`src/rtl/core/ctet_pkg.sv`:
```
`timescale 1ns / 1ps

package ctet_pkg;

	localparam int PREC_W    = 7;
	localparam int MAX_BYTES = 8;
	localparam int CNT_W     = 4;
	localparam int IDX_W     = 3;

	localparam logic [PREC_W-1:0] PREC_RESET = 7'd5;

	localparam logic MODE_COMMAND = 1'b1;

	// Number encoding constants of the charstring format.
	localparam int          SMALL_MAX    = 107;
	localparam int          TWO_MAX      = 1131;
	localparam logic [10:0] TWO_OFFSET   = 11'd108;
	localparam logic [7:0]  ONE_BIAS     = 8'd139;
	localparam logic [7:0]  TWO_POS_LEAD = 8'd247;
	localparam logic [7:0]  TWO_NEG_LEAD = 8'd251;
	localparam logic [7:0]  FIVE_LEAD    = 8'd255;
	localparam logic [7:0]  BYTE_ESCAPE  = 8'd12;
	localparam logic [7:0]  OP_DIV_LOW   = 8'd12;

	localparam logic [IDX_W-1:0] LEN_ONE  = 3'd1;
	localparam logic [IDX_W-1:0] LEN_TWO  = 3'd2;
	localparam logic [IDX_W-1:0] LEN_FIVE = 3'd5;

	typedef logic [7:0] byte_t;

	// One fully encoded item: up to eight bytes and how many are in use.
	typedef struct packed {
		byte_t [MAX_BYTES-1:0] bytes;
		logic [CNT_W-1:0]      count;
	} token_t;

endpackage

```
`src/rtl/core/charstring_token_encoder_top.sv`:
```
// Charstring token encoder. Each input beat carries either a signed Q16.16
// operand (mode 0) or an operator code (mode 1) and produces one to eight
// output beats of one byte each, the final byte of the item flagged by last.
// The front end takes one item per clock while its queue has room: two
// pipeline stages find the magnitude and then the precision-scaled value and
// fraction test, and the byte image of the item is packed into a queue of
// QUEUE_DEPTH entries. The back end emits one byte per clock from that
// queue into an output register while the queue holds an item and
// out_stall is low; most operands and operators are one or two bytes, and
// a fractional operand with a five-byte integer takes eight bytes. An
// input beat passes the stage 1 and stage 2 registers, a queue entry and
// the output register before its first output beat. The precision register
// (reset 5) is written over the cfg channel, which is always ready, and
// should only be written while no items are in flight.
`timescale 1ns / 1ps

module charstring_token_encoder_top #(
	parameter int ESCAPE_DELTA = 32,
	parameter int FRAC_BITS    = 16,
	parameter int QUEUE_DEPTH  = 4
) (
	input  logic                        clk,
	input  logic                        arst_n,
	input  logic                        cfg_valid,
	output logic                        cfg_ready,
	input  logic [ctet_pkg::PREC_W-1:0] precision,
	input  logic                        in_valid,
	output logic                        in_stall,
	input  logic                        mode,
	input  logic signed [31:0]          operand_value,
	input  logic [5:0]                  command_code,
	output logic                        out_valid,
	input  logic                        out_stall,
	output logic [7:0]                  out_byte,
	output logic                        last
);

	logic [ctet_pkg::PREC_W-1:0] prec_q;
	logic                        push_valid, push_ready, pop_valid, pop_ready;
	ctet_pkg::token_t            push_data, pop_data;

	// The precision register accepts a write on every cycle.
	assign cfg_ready = 1'b1;

	always_ff @(posedge clk or negedge arst_n) begin
		if (!arst_n) begin
			prec_q <= ctet_pkg::PREC_RESET;
		end else if (cfg_valid && cfg_ready) begin
			prec_q <= precision;
		end
	end

	// Front end: accepts items, scales operands and packs the byte image.
	ctet_front #(
		.ESCAPE_DELTA (ESCAPE_DELTA),
		.FRAC_BITS    (FRAC_BITS)
	) u_front (
		.clk           (clk),
		.arst_n        (arst_n),
		.in_valid      (in_valid),
		.in_stall      (in_stall),
		.mode          (mode),
		.operand_value (operand_value),
		.command_code  (command_code),
		.prec          (prec_q),
		.push_valid    (push_valid),
		.push_ready    (push_ready),
		.push_data     (push_data)
	);

	// Queue of packed items between the two halves.
	ctet_queue #(
		.DEPTH (QUEUE_DEPTH)
	) u_queue (
		.clk        (clk),
		.arst_n     (arst_n),
		.push_valid (push_valid),
		.push_ready (push_ready),
		.push_data  (push_data),
		.pop_valid  (pop_valid),
		.pop_ready  (pop_ready),
		.pop_data   (pop_data)
	);

	// Back end: serializes each packed item one byte per beat.
	ctet_back u_back (
		.clk       (clk),
		.arst_n    (arst_n),
		.pop_valid (pop_valid),
		.pop_ready (pop_ready),
		.pop_data  (pop_data),
		.out_valid (out_valid),
		.out_stall (out_stall),
		.out_byte  (out_byte),
		.last      (last)
	);

endmodule

```
`src/rtl/core/ctet_front.sv`:
```
`timescale 1ns / 1ps

module ctet_front #(
	parameter int ESCAPE_DELTA = 32,
	parameter int FRAC_BITS    = 16
) (
	input  logic                         clk,
	input  logic                         arst_n,
	input  logic                         in_valid,
	output logic                         in_stall,
	input  logic                         mode,
	input  logic signed [31:0]           operand_value,
	input  logic [5:0]                   command_code,
	input  logic [ctet_pkg::PREC_W-1:0]  prec,
	output logic                         push_valid,
	input  logic                         push_ready,
	output ctet_pkg::token_t             push_data
);

	localparam int FW  = (FRAC_BITS > 0) ? FRAC_BITS : 1;
	localparam int PW  = 32 + ctet_pkg::PREC_W;
	localparam int FPW = FW + ctet_pkg::PREC_W;

	logic        en1, en2;
	logic [31:0] raw, mag_in;

	logic        valid_s1, mode_s1, neg_s1;
	logic [5:0]  code_s1;
	logic [31:0] mag_s1;

	logic [PW-1:0]  prod, sc_mag, m_next;
	logic [31:0]    ip_mag;
	logic [FW-1:0]  frac_part;
	logic [FPW-1:0] fprod;
	logic           frac_next;

	logic          valid_s2, mode_s2, neg_s2, frac_s2;
	logic [5:0]    code_s2;
	logic [PW-1:0] m_s2;

	ctet_pkg::token_t          tok;
	logic [ctet_pkg::IDX_W-1:0] base;
	logic [10:0]               diff;
	logic [31:0]               word;

	assign en2      = !valid_s2 || push_ready;
	assign en1      = !valid_s1 || en2;
	assign in_stall = !en1;

	// Stage 1: sign and magnitude of the operand.
	assign raw    = operand_value;
	assign mag_in = raw[31] ? (~raw + 32'd1) : raw;

	always_ff @(posedge clk or negedge arst_n) begin
		if (!arst_n) begin
			valid_s1 <= 1'b0;
		end else if (en1) begin
			valid_s1 <= in_valid;
		end
	end

	always_ff @(posedge clk) begin
		if (en1 && in_valid) begin
			mode_s1 <= mode;
			code_s1 <= command_code;
			neg_s1  <= raw[31];
			mag_s1  <= mag_in;
		end
	end

	// Stage 2: scale by the precision. A fraction remains exactly when the
	// fraction bits times the precision reach one whole unit.
	assign prod      = PW'(mag_s1) * PW'(prec);
	assign sc_mag    = prod >> FRAC_BITS;
	assign ip_mag    = mag_s1 >> FRAC_BITS;
	assign frac_part = (FRAC_BITS > 0) ? mag_s1[FW-1:0] : '0;
	assign fprod     = FPW'(frac_part) * FPW'(prec);
	assign frac_next = (fprod >> FRAC_BITS) != '0;
	assign m_next    = frac_next ? sc_mag : PW'(ip_mag);

	always_ff @(posedge clk or negedge arst_n) begin
		if (!arst_n) begin
			valid_s2 <= 1'b0;
		end else if (en2) begin
			valid_s2 <= valid_s1;
		end
	end

	always_ff @(posedge clk) begin
		if (en2 && valid_s1) begin
			mode_s2 <= mode_s1;
			code_s2 <= code_s1;
			neg_s2  <= neg_s1;
			frac_s2 <= frac_next;
			m_s2    <= m_next;
		end
	end

	// Byte packing of the stage 2 item.
	assign diff = m_s2[10:0] - ctet_pkg::TWO_OFFSET;
	assign word = neg_s2 ? (~m_s2[31:0] + 32'd1) : m_s2[31:0];

	always_comb begin
		tok  = '0;
		base = ctet_pkg::LEN_ONE;
		if (mode_s2 == ctet_pkg::MODE_COMMAND) begin
			if (code_s2 >= 6'(ESCAPE_DELTA)) begin
				tok.bytes[0] = ctet_pkg::BYTE_ESCAPE;
				tok.bytes[1] = {2'b00, code_s2 - 6'(ESCAPE_DELTA)};
				tok.count    = ctet_pkg::CNT_W'(ctet_pkg::LEN_TWO);
			end else begin
				tok.bytes[0] = {2'b00, code_s2};
				tok.count    = ctet_pkg::CNT_W'(ctet_pkg::LEN_ONE);
			end
		end else begin
			if (m_s2 <= PW'(ctet_pkg::SMALL_MAX)) begin
				tok.bytes[0] = neg_s2 ? (ctet_pkg::ONE_BIAS - m_s2[7:0])
				                      : (ctet_pkg::ONE_BIAS + m_s2[7:0]);
				base = ctet_pkg::LEN_ONE;
			end else if (m_s2 <= PW'(ctet_pkg::TWO_MAX)) begin
				tok.bytes[0] = (neg_s2 ? ctet_pkg::TWO_NEG_LEAD : ctet_pkg::TWO_POS_LEAD)
				             + {6'b000000, diff[9:8]};
				tok.bytes[1] = diff[7:0];
				base = ctet_pkg::LEN_TWO;
			end else begin
				tok.bytes[0] = ctet_pkg::FIVE_LEAD;
				tok.bytes[1] = word[31:24];
				tok.bytes[2] = word[23:16];
				tok.bytes[3] = word[15:8];
				tok.bytes[4] = word[7:0];
				base = ctet_pkg::LEN_FIVE;
			end
			tok.count = ctet_pkg::CNT_W'(base);
			if (frac_s2) begin
				// Push the precision, then escape and div.
				tok.bytes[base] = {1'b0, prec} + ctet_pkg::ONE_BIAS;
				tok.bytes[base + ctet_pkg::IDX_W'(1)] = ctet_pkg::BYTE_ESCAPE;
				tok.bytes[base + ctet_pkg::IDX_W'(2)] = ctet_pkg::OP_DIV_LOW;
				tok.count = ctet_pkg::CNT_W'(base) + ctet_pkg::CNT_W'(3);
			end
		end
	end

	assign push_valid = valid_s2;
	assign push_data  = tok;

	a_s2_holds: assert property (@(posedge clk) disable iff (!arst_n)
		valid_s2 && !push_ready |=> valid_s2 && $stable(m_s2) && $stable(mode_s2))
		else $error("stage 2 item changed while the queue was full");

	a_s1_holds: assert property (@(posedge clk) disable iff (!arst_n)
		valid_s1 && !en2 |=> valid_s1 && $stable(mag_s1))
		else $error("stage 1 item changed while stage 2 was blocked");

endmodule

```
`src/rtl/core/ctet_queue.sv`:
```
`timescale 1ns / 1ps

module ctet_queue #(
	parameter int DEPTH = 4
) (
	input  logic             clk,
	input  logic             arst_n,
	input  logic             push_valid,
	output logic             push_ready,
	input  ctet_pkg::token_t push_data,
	output logic             pop_valid,
	input  logic             pop_ready,
	output ctet_pkg::token_t pop_data
);

	localparam int AW = (DEPTH > 1) ? $clog2(DEPTH) : 1;
	localparam int CW = $clog2(DEPTH + 1);

	ctet_pkg::token_t entries_q [DEPTH];
	logic [AW-1:0] wr_ptr_q, rd_ptr_q;
	logic [CW-1:0] count_q;
	logic          do_push, do_pop;

	assign push_ready = count_q != CW'(DEPTH);
	assign pop_valid  = count_q != '0;
	assign do_push    = push_valid && push_ready;
	assign do_pop     = pop_valid && pop_ready;
	assign pop_data   = entries_q[rd_ptr_q];

	always_ff @(posedge clk or negedge arst_n) begin
		if (!arst_n) begin
			wr_ptr_q <= '0;
			rd_ptr_q <= '0;
			count_q  <= '0;
		end else begin
			if (do_push) begin
				wr_ptr_q <= (wr_ptr_q == AW'(DEPTH - 1)) ? '0 : wr_ptr_q + AW'(1);
			end
			if (do_pop) begin
				rd_ptr_q <= (rd_ptr_q == AW'(DEPTH - 1)) ? '0 : rd_ptr_q + AW'(1);
			end
			if (do_push && !do_pop) begin
				count_q <= count_q + CW'(1);
			end else if (do_pop && !do_push) begin
				count_q <= count_q - CW'(1);
			end
		end
	end

	always_ff @(posedge clk) begin
		if (do_push) begin
			entries_q[wr_ptr_q] <= push_data;
		end
	end

	a_count_bound: assert property (@(posedge clk) disable iff (!arst_n)
		count_q <= CW'(DEPTH))
		else $error("queue fill count beyond depth");

	a_count_track: assert property (@(posedge clk) disable iff (!arst_n)
		do_push && !do_pop |=> count_q == $past(count_q) + CW'(1))
		else $error("queue fill count missed a push");

endmodule

```
`src/rtl/core/ctet_back.sv`:
```
`timescale 1ns / 1ps

module ctet_back (
	input  logic             clk,
	input  logic             arst_n,
	input  logic             pop_valid,
	output logic             pop_ready,
	input  ctet_pkg::token_t pop_data,
	output logic             out_valid,
	input  logic             out_stall,
	output logic [7:0]       out_byte,
	output logic             last
);

	logic [ctet_pkg::IDX_W-1:0] idx_q;
	logic                       out_valid_q, last_q;
	logic [7:0]                 out_byte_q;
	logic                       load, is_last;

	assign load      = pop_valid && (!out_valid_q || !out_stall);
	assign is_last   = (ctet_pkg::CNT_W'(idx_q) + ctet_pkg::CNT_W'(1)) == pop_data.count;
	assign pop_ready = load && is_last;

	always_ff @(posedge clk or negedge arst_n) begin
		if (!arst_n) begin
			out_valid_q <= 1'b0;
			idx_q       <= '0;
		end else begin
			if (load) begin
				out_valid_q <= 1'b1;
				idx_q       <= is_last ? '0 : idx_q + ctet_pkg::IDX_W'(1);
			end else if (!out_stall) begin
				out_valid_q <= 1'b0;
			end
		end
	end

	always_ff @(posedge clk) begin
		if (load) begin
			out_byte_q <= pop_data.bytes[idx_q];
			last_q     <= is_last;
		end
	end

	assign out_valid = out_valid_q;
	assign out_byte  = out_byte_q;
	assign last      = last_q;

	a_idx_in_token: assert property (@(posedge clk) disable iff (!arst_n)
		pop_valid |-> ctet_pkg::CNT_W'(idx_q) < pop_data.count)
		else $error("byte index past the end of the queued item");

	a_count_sane: assert property (@(posedge clk) disable iff (!arst_n)
		pop_valid |-> pop_data.count != '0 &&
		              pop_data.count <= ctet_pkg::CNT_W'(ctet_pkg::MAX_BYTES))
		else $error("queued item has an impossible byte count");

endmodule
```
`config.mk`:
```
export PLATFORM = sky130hd
export DESIGN_NAME = charstring_token_encoder_top
export DESIGN_NICKNAME = d
export VERILOG_FILES = /design/src/rtl/core/ctet_pkg.sv /design/src/rtl/core/charstring_token_encoder_top.sv /design/src/rtl/core/ctet_front.sv /design/src/rtl/core/ctet_queue.sv /design/src/rtl/core/ctet_back.sv
export SDC_FILE = /design/constraint.sdc
export NUM_CORES = 1
export LEC_CHECK = 0
export BUFFER_PORTS_ARGS = -buffer_cell sky130_fd_sc_hd__buf_4
export CORE_ASPECT_RATIO = 2
export CORE_MARGIN = 8
export CORE_UTILIZATION = 42
export CTS_CLUSTER_SIZE = 12
export DETAILED_ROUTE_END_ITERATION = 7
export PLACE_DENSITY_LB_ADDON = 0.1
export SYNTH_ARGS = -nofsm -noshare
export SYNTH_HDL_FRONTEND = slang
export SYNTH_SLANG_ARGS = --single-unit
export TNS_END_PERCENT = 100
```
`constraint.sdc`:
```
create_clock -name clk -period 7.6 [get_ports clk]
set_input_delay 1.52 -clock clk [delete_from_list [all_inputs] [get_ports clk]]
set_output_delay 1.52 -clock clk [all_outputs]
set_load 0.02 [all_outputs]
```
; ---- Yosys cells after proc, flatten, opt, wreduce, memory -nomap -nowiden
; Memories as Yosys holds them, arrays and structs flattened.
; Cells that the tools add are included.
[classes]
div_mod_pow = 0
n_eq_ne = 5
n_lt_le_gt_ge = 10
n_reduce_logical = 24
addsub = 17
mul = 2
n_mux = 37
shift = 0
bitwise_logic = 8
[ops]
columns = cell, n
row1 = $and 48x48->48, 2
row2 = $mux 32, 3
row3 = $not 48->48, 2
row4 = $demux 8 s3, 3
row5 = $mux 68, 1
row6 = $add 32x1->32 const B, 2
row7 = $bwmux 64, 1
row8 = $mux 8, 7
row9 = $mux 48, 1
row10 = $mul 32x7->39, 1
row11 = $mux 16, 2
row12 = $not 23->32, 1
row13 = $not 32->32, 1
row14 = $or 16x16->16, 2
row15 = $mux 31, 1
row16 = $bmux 8 s3, 1
row17 = $mux 24, 1
row18 = $le 23x11->1 const B, 1
row19 = $le 23x7->1 const B, 1
row20 = $mul 16x7->23, 1
row21 = $reduce_bool 23->1, 1
row22 = $mux 20, 1
row23 = $mux 3, 6
row24 = $lt 3x4->1 const B, 4
row25 = other kinds (28), 56
[word_totals]
in_bits = 51
word_cells = 125
ram_bits = 272
register_bits = 101
mem_count = 1
output_inout_bits = 12
latch_bits = 0
rom_bits = 0
[memory_table]
columns = memory, words, width, rd, rd_ports_with_merged_regs, wr, line_no
row1 = u_queue.entries_q, 4, 68, 1, 0, 1, ctet_queue.sv:19  ; ctet_pkg::token_t entries_q [DEPTH];

; ---- Logic depth before layout (Yosys ltp)
[logic_depth]
depth_word = 14
ltp_mapped = 22
depth_no_buf = 19

; ---- By module
; Synthesis repeated with hierarchy kept, for this count alone.
[unflattened]
cells_unflattened = 1828
area_unflattened_um2 = 23930.5
[by_module_without_submodules]
columns = module, instances, seq_area_each_um2, area_each_um2, cells_each
row1 = ctet_front, 1, 2212.1, 12215.5, 1356
row2 = ctet_queue, 1, 8343.0, 10327.4, 393
row3 = ctet_back, 1, 370.4, 1082.3, 62
row4 = charstring_token_encoder_top, 1, 177.7, 305.3, 17

; ---- Least setup slack after synthesis
; Ideal clock, no wire load.
[synth_path]
path_type = register -> register
start = register prec_q[2] (netlist bit)
end = register u_front.m_s2[10], data pin
n_path_buf = 3
required_time_ns = 7.340
setup_time_ns = 0.260
period_less_slack_ns = 5.798
arrival_ns = 5.539
path_slack_ns = 1.802
stages_incl_launch_ff = 20
path_cell_list = dfstp_2 > clkbuf_1 > clkbuf_1 > and2_1 > fa_1 > fa_1 > fa_1 > fa_1 > ha_1 > a211oi_1 > o22ai_1 > a31oi_1 > a21oi_1 > nor2_1 > mux2i_1 > a2111oi_0 > o2111a_1 > inv_2 > buf_1 > mux2_2
[synth_via]
elab_chain_len = 3
elab_cells_between_ends = 4
classes_between = mul: 2 / mux: 1 / reduce/logical: 1
[synth_rtl]
columns = item, line_no
row1 = start: declaration, charstring_token_encoder_top.sv:38  ; logic [ctet_pkg::PREC_W-1:0] prec_q;
row2 = start signal: assignment, charstring_token_encoder_top.sv:47  ; prec_q <= ctet_pkg::PREC_RESET;
row3 = start signal: assignment, charstring_token_encoder_top.sv:49  ; prec_q <= precision;
row4 = $mul 16x7->23, ctet_front.sv:77  ; assign fprod = FPW'(frac_part) * FPW'(prec);
row5 = $reduce_bool 23->1, ctet_front.sv:78  ; assign frac_next = (fprod >> FRAC_BITS) != '0;
row6 = net u_front.frac_next, ctet_front.sv:35  ; logic frac_next;
row7 = $mux 16, ctet_front.sv:79  ; assign m_next = frac_next ? sc_mag : PW'(ip_mag);
row8 = net u_front.m_next[10], ctet_front.sv:31  ; logic [PW-1:0] prod, sc_mag, m_next;
row9 = end signal: assignment, ctet_front.sv:95  ; m_s2 <= m_next;
row10 = end: declaration, ctet_front.sv:39  ; logic [PW-1:0] m_s2;
; The timed path passes the listed nets, and every way through them passes these cells.
; A chain may end at the register's enable or synchronous reset.

; ---- Final worst setup path
[layout_path]
start = register prec_q[4] (netlist bit)
end = register u_front.m_s2[8], data pin
[layout_via]
elab_chain_len = 3
elab_cells_between_ends = 4
classes_between = mul: 2 / mux: 1 / reduce/logical: 1
[layout_rtl]
columns = item, line_no
row1 = $mul 16x7->23, ctet_front.sv:77
row2 = $reduce_bool 23->1, ctet_front.sv:78
row3 = $mux 16 *, ctet_front.sv:79
row4 = net u_front.m_next[8], ctet_front.sv:31
; Mark *: on every way through the listed nets, which the timed path passes. The rest lies on a longest branch.

==> summary.md <==
| Metric | Value |
|---|---|
| Clock Latency Late Sink | `0.55 ns` |
| Flip-flop cell with the highest count after synthesis | `sky130_fd_sc_hd__edfxtp_1` |
| Drt first pass iters | `5` |
| All-Layer GR Usage | `18.32%` |
| Post-DRT Antenna Nets | `0` |
| Arrival time at the worst endpoint | `6.40 ns` |
| Area of the placeable core | `53300 µm²` |
| Power density of the placed cells | `445.4 nW/µm²` |
| Launching instance or port of the critical path | `prec_q[4]` |
| Total grt overflow | `0` |
| Aggregate negative setup slack | `0 ns` |
| Adder-cell share of the synthesized area | `18.62%` |
| TritonCTS clock tree | `yes` |
| Leakage | `0.009791 µW` |
| Standard-cell rows | `120` |
| Switching pwr | `4606 µW` |
| Kind of end point of the critical path | `flop` |
| Antenna violations before repair | `0` |
| Unrepaired setup endpoints after global routing | `false` |
| Antenna diode count | `0` |
| Largest cells by area after synthesis | `sky130_fd_sc_hd__edfxtp_1 45%, sky130_fd_sc_hd__fa_1 14%, sky130_fd_sc_hd__mux4_2 7.8%, sky130_fd_sc_hd__ha_1 5.0%, sky130_fd_sc_hd__and2_1 4.3%` |
| Total setup buffers inserted after CTS | `0` |
| Count of yosys warnings during synthesis | `0` |
| Logic pwr share | `54.9%` |
| Fraction of registers with async set/reset | `5.602%` |
| Clock transition at the registers of the reported paths | `0.06 ns` |
| Worst Setup Path Type | `reg2reg` |
| XOR/XNOR share of the synthesized area | `3.643%` |
| Count of pins on the block boundary | `63` |
| Number of port buffers | `61` |
| Max layer used | `met4` |
| Compound-cell area share of the yosys netlist | `5.962%` |
| Part of the total power dissipated in sequential elements | `30.2%` |
| Proportion of synthesized area in mux cells | `9.583%` |
| Number of DRC violations after detailed routing | `0` |
| Clock buffer count from CTS | `37` |
| Time the final worst path needs with I/O delays and setup | `6.120 ns` |
| Post-synth EDFFs | `337` |
| Switch share | `41.27%` |
| DIE AREA | `61940 µm²` |
| CTS root buffer | `sky130_fd_sc_hd__clkbuf_16` |
| Syn avg cell area | `12.95 µm²` |
| Synth cell count leaders | `337 x sky130_fd_sc_hd__edfxtp_1, 174 x sky130_fd_sc_hd__inv_1, 157 x sky130_fd_sc_hd__and2_1, 154 x sky130_fd_sc_hd__fa_1, 136 x sky130_fd_sc_hd__nand2_1` |
| Most used standard cell by instance count after synthesis | `sky130_fd_sc_hd__edfxtp_1` |
| Layout Cells excl Fill | `2530` |
| Global-route wire length before repair | `86.89 mm` |
| Reg2reg start | `prec_q[4]` |
| # nets final | `2134` |
| H-tree lvl count | `2` |
| Iter 0 DRT Violations | `679` |
| Layout cell share with drive strength beyond 1 | `14.31%` |
| Final period utilization | `80.52%` |
| Chip width | `180.0 µm` |
| Worst hold-check path type | `reg2reg` |
| Slew of the pin with the lowest slew margin | `0.9303 ns` |
| Count of pins over their slew limit | `0` |
| Peak Freq | `163.4 MHz` |
| Initial cell density of the core | `42.40%` |
| Placed cells | `2471` |
| Die H | `344.1 µm` |
| Portion of synthesized cell area occupied by the leading cell type | `44.77%` |
| Post-DR vias/cell | `5.389` |
| Filler instances | `4772` |
| Layout-stage area growth over the synthesis result | `10.86%` |
| Hold path startpoint | `u_front.code_s1[3]` |
| Startpoint type of the worst setup path | `flop` |
| Simple-Gate Fraction of Synth Area | `10.96%` |
| Total wire length | `56.19 mm` |
| Maximum clock path buffer count | `3` |
| Number of failing hold endpoints at the final stage | `0` |
| Slew HR | `36.37%` |
| TritonCTS Sinks | `357` |
| Synth area leader | `sky130_fd_sc_hd__edfxtp_1` |
| Reg2reg setup slack | `1.48 ns` |
| Maximum resistive drop on vdd | `0.2543 mV` |
| Worst-case clock skew | `0.01689 ns` |
| Netlist Area Pre-Place | `22600 µm²` |
| Total met3 wirelength after detailed routing | `1.287 mm` |
| Average wire per standard cell | `22.21 µm` |
| Count of final setup violators | `0` |
| Vias after detailed routing | `13634` |
| Req. time, crit path | `7.89 ns` |
| Result of the run | `finished, final reports clean` |
| Cells after Synth | `1745` |
| Number of hold-repair buffers added at the cts stage | `0` |
| Routed met2 length | `31.97 mm` |
| Worst-path fanout max | `28` |
| Proportion of power drawn by the clock network | `14.9%` |
| Number of distinct library cells after synthesis | `62` |
| Cell internal pwr | `6554 µW` |
| Half-perimeter wire length after detailed placement | `42.53 mm` |
| Proportion of synthesized chip area in sequential cells | `47.00%` |
| Pin count of the biggest net entering global routing | `55` |
| Area of the multi-input gates | `11220 µm²` |
| Synthesized flop and latch total | `357` |
| Combinational family with the most area after synthesis | `adder cells` |
| Number of global-route vias before repair | `15146` |
| Placer Congestion | `0.9272` |
| Detailed-routing wirelength on met1 | `19.49 mm` |
| Total of max-cap violations | `0` |
| Reg area | `10630 µm²` |
| Post-cts resize count | `0` |
[through the flow]
stage / hold slack [ns] / worst slack [ns] / cell area (µm²) / total power [µW] / utilization (%)
3_5_place_dp: 0.4088 / 1.468 / 23980 / 9602 / 45.00
3_3_place_gp: 0.4076 / 1.636 / 23980 / 9515 / 45.00
5_1_grt: 0.4531 / 1.043 / 25060 / 12020 / 47.01
6_report: 0.4251 / 1.480 / 25060 / 11160 / 47.01
2_1_floorplan: 0.4003 / 1.802 / 22780 / 7714 / -
4_1_cts: 0.4315 / 1.427 / 25060 / 11330 / 47.01
[cell type report]
| class | count | area share (%) |
|---|---|---|
| inverter | 176 | 2.637 |
| multi-input combinational | 1183 | 44.80 |
| clock buffer | 51 | 3.990 |
| tap | 671 | 3.351 |
| sequential | 357 | 42.42 |
| clock inverter | 8 | 0.2896 |
| timing repair buffer | 84 | 2.517 |
[critical path, stage by stage, from the launching register on]
cell and delay [ns]:
sky130_fd_sc_hd__dfrtp_1 0.53, sky130_fd_sc_hd__buf_4 0.38, sky130_fd_sc_hd__and2_1 0.20, sky130_fd_sc_hd__fa_1 0.46, sky130_fd_sc_hd__fa_1 0.56, sky130_fd_sc_hd__fa_1 0.53, sky130_fd_sc_hd__fa_1 0.49, sky130_fd_sc_hd__ha_1 0.34
sky130_fd_sc_hd__a21o_1 0.19, sky130_fd_sc_hd__a21o_1 0.20, sky130_fd_sc_hd__nor2_1 0.28, sky130_fd_sc_hd__mux2i_1 0.13, sky130_fd_sc_hd__a2111oi_0 0.49, sky130_fd_sc_hd__o2111a_1 0.46, sky130_fd_sc_hd__inv_2 0.26, sky130_fd_sc_hd__mux2_2 0.34
[placed cells by master, fill, tap and decap left out, types with 24 or more instances in the layout]
cell,count
sky130_fd_sc_hd__ha_1,90
sky130_fd_sc_hd__buf_4,84
sky130_fd_sc_hd__nand3_1,24
sky130_fd_sc_hd__nor2_1,62
sky130_fd_sc_hd__and2_1,152
sky130_fd_sc_hd__fa_1,154
sky130_fd_sc_hd__xnor2_1,69
sky130_fd_sc_hd__mux2_2,31
sky130_fd_sc_hd__mux4_2,78
sky130_fd_sc_hd__clkbuf_16,38
sky130_fd_sc_hd__xor2_1,25
sky130_fd_sc_hd__nand2_1,136
sky130_fd_sc_hd__o21ai_0,59
sky130_fd_sc_hd__a21oi_1,49
sky130_fd_sc_hd__conb_1,49
sky130_fd_sc_hd__edfxtp_1,337
sky130_fd_sc_hd__inv_1,174
[cell families after synthesis]
kind of cell	Yosys count
compound gates	210
xor+xnor	94
fa+ha+maj	244
buf+inv	252
flops	357
mux	115
other cells	2
simple gates	471
[metal layers]
metal | GRT usage (%) | up-vias
met5 | 0 | -
met4 | 10.96 | 0
met3 | 1.877 | 129
met2 | 36.87 | 255
met1 | 17.57 | 6968
li1 | - | 6282
[sequential cells by signal (all words and copies together), names as in the netlist, 2 cells and up]
register           count
u_queue.rd_ptr_q       2
u_front.code_s1        6
u_queue.wr_ptr_q       2
u_front.mag_s1        32
u_front.m_s2          23
u_queue.entries_q    256
u_queue.count_q        3
u_back.idx_q           3
u_front.code_s2        6
prec_q                 7
u_back.out_byte        8
[power groups by stage]
stage / Sequential (µW) / Clock [µW] / Combinational [µW]
3_5_place_dp: 3410 / 0 / 6190
2_1_floorplan: 3230 / 0 / 4480
3_3_place_gp: 3380 / 0 / 6130
4_1_cts: 3370 / 1730 / 6230
6_report: 3370 / 1670 / 6130
5_1_grt: 3420 / 1780 / 6820
[final timing paths]
check,cells past startpoint,endpoint
worst min register to register,0,u_front.code_s2[3]
worst min-delay path,0,u_front.code_s2[3]
min in group asynchronous,1,u_queue.count_q[1]
worst max-delay path,15,u_front.m_s2[8]
worst max register to register,15,u_front.m_s2[8]
max in group asynchronous,1,prec_q[2]
No activity file was read; power rests on OpenSTA's default activity.
